## src/rtl/lmsf_pkg.sv

```systemverilog
// shared types and constants for the lms adaptive fir
package lmsf_pkg;

  localparam int SAMPLE_W = 16;
  localparam int WEIGHT_W = 32;
  localparam int STEP_W   = 16;
  localparam int MU_ERR_W = STEP_W + SAMPLE_W + 1;

  localparam logic [STEP_W-1:0] STEP_RESET = 16'd328;

  // opcodes of the input word
  localparam logic [1:0] OP_SAMPLE   = 2'd0;
  localparam logic [1:0] OP_CLR_HIST = 2'd1;
  localparam logic [1:0] OP_CLR_ALL  = 2'd2;

  // register index as selected by paddr[2]
  localparam logic REG_STEP_SIZE = 1'b0;

  typedef struct packed {
    logic valid;
    logic last;
  } tap_ctl_t;

endpackage

```

## src/rtl/lmsf_tap_unit.sv

```systemverilog
// shared multiply-accumulate and weight update pipeline, one tap per cycle
module lmsf_tap_unit #(
  parameter int TAPS = 64
) (
  input  logic                                  clk,
  input  logic                                  rst,
  input  lmsf_pkg::tap_ctl_t                    ctl,
  input  logic [$clog2(TAPS)-1:0]               tap_idx,
  input  logic signed [lmsf_pkg::WEIGHT_W-1:0]  weight,
  input  logic signed [lmsf_pkg::SAMPLE_W-1:0]  sample,
  input  logic signed [lmsf_pkg::MU_ERR_W-1:0]  mu_err,
  input  logic                                  acc_clr,
  output logic                                  wb_en,
  output logic [$clog2(TAPS)-1:0]               wb_idx,
  output logic signed [lmsf_pkg::WEIGHT_W-1:0]  wb_weight,
  output logic                                  done,
  output logic signed [lmsf_pkg::WEIGHT_W+lmsf_pkg::SAMPLE_W+$clog2(TAPS):0] acc
);
  import lmsf_pkg::*;

  localparam int IW    = $clog2(TAPS);
  localparam int PY_W  = WEIGHT_W + SAMPLE_W;
  localparam int PU_W  = MU_ERR_W + SAMPLE_W;
  localparam int DLT_W = PU_W - 18;
  localparam int ACC_W = PY_W + IW + 1;

  // stage 2: products
  logic                   v2;
  logic                   l2;
  logic [IW-1:0]          i2;
  logic signed [PY_W-1:0] py;
  logic signed [PU_W-1:0] pu;
  logic signed [WEIGHT_W-1:0] w2;

  // stage 3: rounded step and old weight
  logic                    v3;
  logic                    l3;
  logic [IW-1:0]           i3;
  logic signed [DLT_W-1:0] dlt;
  logic signed [WEIGHT_W-1:0] w3;

  logic [PU_W-1:0]     pu_rnd;
  logic [WEIGHT_W:0]   w_sum;

  always_ff @(posedge clk) begin
    if (rst) begin
      v2 <= 1'b0;
      v3 <= 1'b0;
    end else begin
      v2 <= ctl.valid;
      v3 <= v2;
    end
  end

  always_ff @(posedge clk) begin
    l2 <= ctl.last;
    i2 <= tap_idx;
    w2 <= weight;
    py <= weight * sample;
    pu <= mu_err * sample;
  end

  // round half up to q4.28 by add and floor shift
  assign pu_rnd = pu + PU_W'(2**17);

  always_ff @(posedge clk) begin
    l3  <= l2;
    i3  <= i2;
    w3  <= w2;
    dlt <= pu_rnd[PU_W-1:18];
  end

  always_ff @(posedge clk) begin
    if (acc_clr) begin
      acc <= '0;
    end else if (v2) begin
      acc <= acc + {{(ACC_W-PY_W){py[PY_W-1]}}, py};
    end
  end

  assign w_sum = {w3[WEIGHT_W-1], w3}
               + {{(WEIGHT_W+1-DLT_W){dlt[DLT_W-1]}}, dlt};

  always_comb begin
    if (w_sum[WEIGHT_W] != w_sum[WEIGHT_W-1]) begin
      wb_weight = {w_sum[WEIGHT_W], {(WEIGHT_W-1){~w_sum[WEIGHT_W]}}};
    end else begin
      wb_weight = w_sum[WEIGHT_W-1:0];
    end
  end

  assign wb_en  = v3;
  assign wb_idx = i3;
  assign done   = v3 & l3;

endmodule

```

## config.mk

```make
export PLATFORM = sky130hd
export DESIGN_NAME = lmsf_tap_unit
export DESIGN_NICKNAME = d
export VERILOG_FILES = /design/src/rtl/lmsf_pkg.sv /design/src/rtl/lmsf_tap_unit.sv
export SDC_FILE = /design/constraint.sdc
export NUM_CORES = 2
export LEC_CHECK = 0
export ABC_AREA = 1
export BUFFER_PORTS_ARGS = -buffer_cell sky130_fd_sc_hd__buf_4
export CORE_MARGIN = 3
export CORE_UTILIZATION = 51
export CTS_CLUSTER_DIAMETER = 30
export DETAILED_ROUTE_END_ITERATION = 10
export GPL_TIMING_DRIVEN = 0
export PLACE_DENSITY = 0.72
export SLEW_MARGIN = 20
export SYNTH_ARGS = -nofsm -noshare
export SYNTH_HDL_FRONTEND = slang
export SYNTH_SLANG_ARGS = --single-unit
export TNS_END_PERCENT = 5
```

## constraint.sdc

```tcl
create_clock -name clk -period 8.5 [get_ports clk]
set_input_delay 1.7 -clock clk [delete_from_list [all_inputs] [get_ports clk]]
set_output_delay 1.7 -clock clk [all_outputs]
set_load 0.01 [all_outputs]
```

==> results.toml <==
[run_status]
outcome = "completed"

[yosys]
synth_top_flop_cell = "dfxtp_1"
syn_area_um2 = 51400
async_reset_ff_share_pct = 0
synth-seq-cells = 246
ys_seq_area_share_pct = 9.582
synth_cell_types = 48
synth_warnings = 0
avgSynthCellArea_um2 = 7.313
syn_inst = 7028
synth-edff-count = 0
synth_nets = 8421

[floorplanning]
io_pins = 187
fp.dieW_um = 323.5
row_count = 115
fp.dieH_um = 323.5
dieArea_um2 = 104600
core-area_um2 = 99140
initial_core_util_pct = 51.84

[clock_network]
clk_pin_slew_ps = 60
clkLatencyLatePin_ps = 590
htree_levels = 2
cts_setup_buffers = 0
cts.path.max_buffers = 3
ctsRootBufferMaster = "clkbuf_16"
cts_sinks = 246
ctsHoldBuffers = 0
cts_buffers = 44
cts_tree = "built"

[detailed_routing]
drtPass1Iterations = 6
vias_per_cell = 5.389
wl_per_cell_um = 21.82
drc_errors = 0
vias = 46064
drtIter0Drc = 4692
drt-total-wl_um = 186500
ant_nets = 0

[timing]
slew_headroom_pct = 16.87
tightestPinTransition_ps = 1247
timing.final.ws_setup_ps = 7.203
fin_crit_sh_pct = 99.92
slew_viol_final = 0
hold_viol = 0
finalSetupTns_ps = 0
finClkSkew_ps = 33.05
setup_viol = 0
min_period_ps = 8493
rsz0062_at_grt = "yes"
fmax_mhz = 117.7
whs_ps = 321.7

[place]
io_buffers = 144
hpwl_um = 160200
routabilityCongestion = 0.9953
pre_cts_ws_ps = -765.5

[grt]
track_usage_pct = 36.04
grt_pass1_wl_um = 277900
antenna_found_initial = 15
grt_pass1_vias = 45539
grt_max_degree = 16
gr-total-overflow = 0

[cells_and_area]
area_growth_pct = 8.328
layout-drive-gt1-share_pct = 3.957
finalNetCount = 8611

[critical_path]
arrival_ps = 8890
worstSetupStartpointType = "input pin"
required_ps = 8900
crit_fanout = 10
end_kind = "flop"
worstSetupPathType = "in2reg"

[run]
cap_violations = 0

[hold_path]
hold_class = "reg2reg"
-- state kept, by name (all words and copies together) (netlist names) --
name    cells
pu         32
acc        55
v2          1
wb_en       1
dlt        31
w2         32
w3         32
i2          6
py         48
l3          1
wb_idx      6
l2          1
-- final timing paths --
check | slack, ps | from | to | depth (start not counted)
worst max register to register | 5600 | acc[0] | acc[30] | 13
worst min-delay path | 320 | w2[4] | w3[4] | 0
worst max-delay path | 7 | sample[8] | py[47] | 22
worst min register to register | 320 | w2[4] | w3[4] | 0
-- area by class of cell --
type                            instances  area (um2)
Fill cell                            9660       43460
Multi-Input combinational cell       4550       38060
Inverter                             1978        7425
Sequential cell                       246        4925
Tap cell                             1287        1610
Clock buffer                           45        1105
Timing Repair Buffer                  144        1081
Buffer                                254        1013
Clock inverter                         36       440.4
Antenna cell                            8       20.02
-- Yosys cell counts (5+ instances only) --
cell type | number | area, um2
o21ai_0 | 149 | 745.7
nor2_2 | 7 | 43.79
xor2_1 | 110 | 963.4
o21bai_1 | 39 | 292.8
nand2_1 | 1834 | 6884
nand2_2 | 5 | 31.28
a21o_1 | 26 | 195.2
xnor2_1 | 47 | 411.6
clkbuf_1 | 209 | 784.5
buf_1 | 37 | 138.9
ha_1 | 314 | 3929
inv_2 | 6 | 22.52
fa_1 | 987 | 19760
nor2_1 | 505 | 1896
a21boi_0 | 11 | 82.58
a21oi_1 | 190 | 950.9
nor4_1 | 13 | 81.33
inv_1 | 1972 | 7402
nor3_1 | 30 | 150.1
o21ai_1 | 9 | 45.04
a31oi_1 | 29 | 181.4
nand4_1 | 45 | 281.5
dfxtp_1 | 246 | 4925
or2_2 | 9 | 56.30
nand3_1 | 153 | 765.7
-- worst max-delay path, cell delays in order --
cell	delay (ps)
clkdlybuf4s15_1	840
clkbuf_1	800
nand2_1	170
fa_1	550
inv_1	50
fa_1	500
inv_1	60
fa_1	520
inv_1	50
fa_1	440
fa_1	490
inv_1	50
fa_1	470
inv_1	40
ha_1	340
nand2_1	130
inv_1	50
a21oi_1	420
nand2_1	330
nand4_1	160
nand3_1	100
xor2_1	630
-- through the flow --
stage                     instance area [um2]  instances  util [%]
after floorplan                         51400       7028         -
final                                   55680       8548     56.16
after detailed placement                54090       8459     54.56
after global placement                  54090       8459     54.56
after CTS                               55640       8540     56.12
after global routing                    55660       8543     56.15
-- repair_timing --
item | 4_1_cts | 5_1_grt
gates cloned | 0 | 0
endpoints found under the setup margin | 3 | 9
gates resized for setup | 1 | 16
endpoints found under the hold margin | 0 | 0
-- metal layers --
metal | up-vias | global-route usage, % | part of all wire [%]
li1 | 20549 | - | -
met1 | 22555 | 50.75 | 41
met2 | 2520 | 53.27 | 42
met4 | 6 | 14.69 | 4.7
met5 | - | 0 | 0.021
met3 | 434 | 8.953 | 12
-- cells by family (layout without fill, tap and decap cells) --
logic type	after synthesis	count (layout)	synth area share [%]
fa+ha+maj	1301	1301	46.09
other cells	0	8	0
buf+inv	2232	2457	16.37
simple gates	2623	2623	20.18
xor+xnor	157	157	2.675
flops	246	246	9.582
compound gates	469	469	5.103
-- placed cells by master, fill, tap and decap left out, types with 8 or more instances in the layout --
cell	n
o21ai_0	149
inv_1	1972
xnor2_1	47
fa_1	987
clkbuf_1	196
xor2_1	110
or2_2	9
nand2_1	1834
o21ai_1	9
nor2_1	505
diode_2	8
o21bai_1	39
nor3_1	30
inv_6	10
clkbuf_2	12
a21o_1	26
ha_1	314
dfxtp_1	246
nand3_1	153
a21boi_0	11
a31oi_1	29
clkbuf_16	44
a21oi_1	190
nand4_1	45
buf_1	36
nor4_1	13
buf_4	147
Power is left out: the tool's default activity adds up to more than one toggle a clock period on the data nets, which glitch-free logic cannot reach.
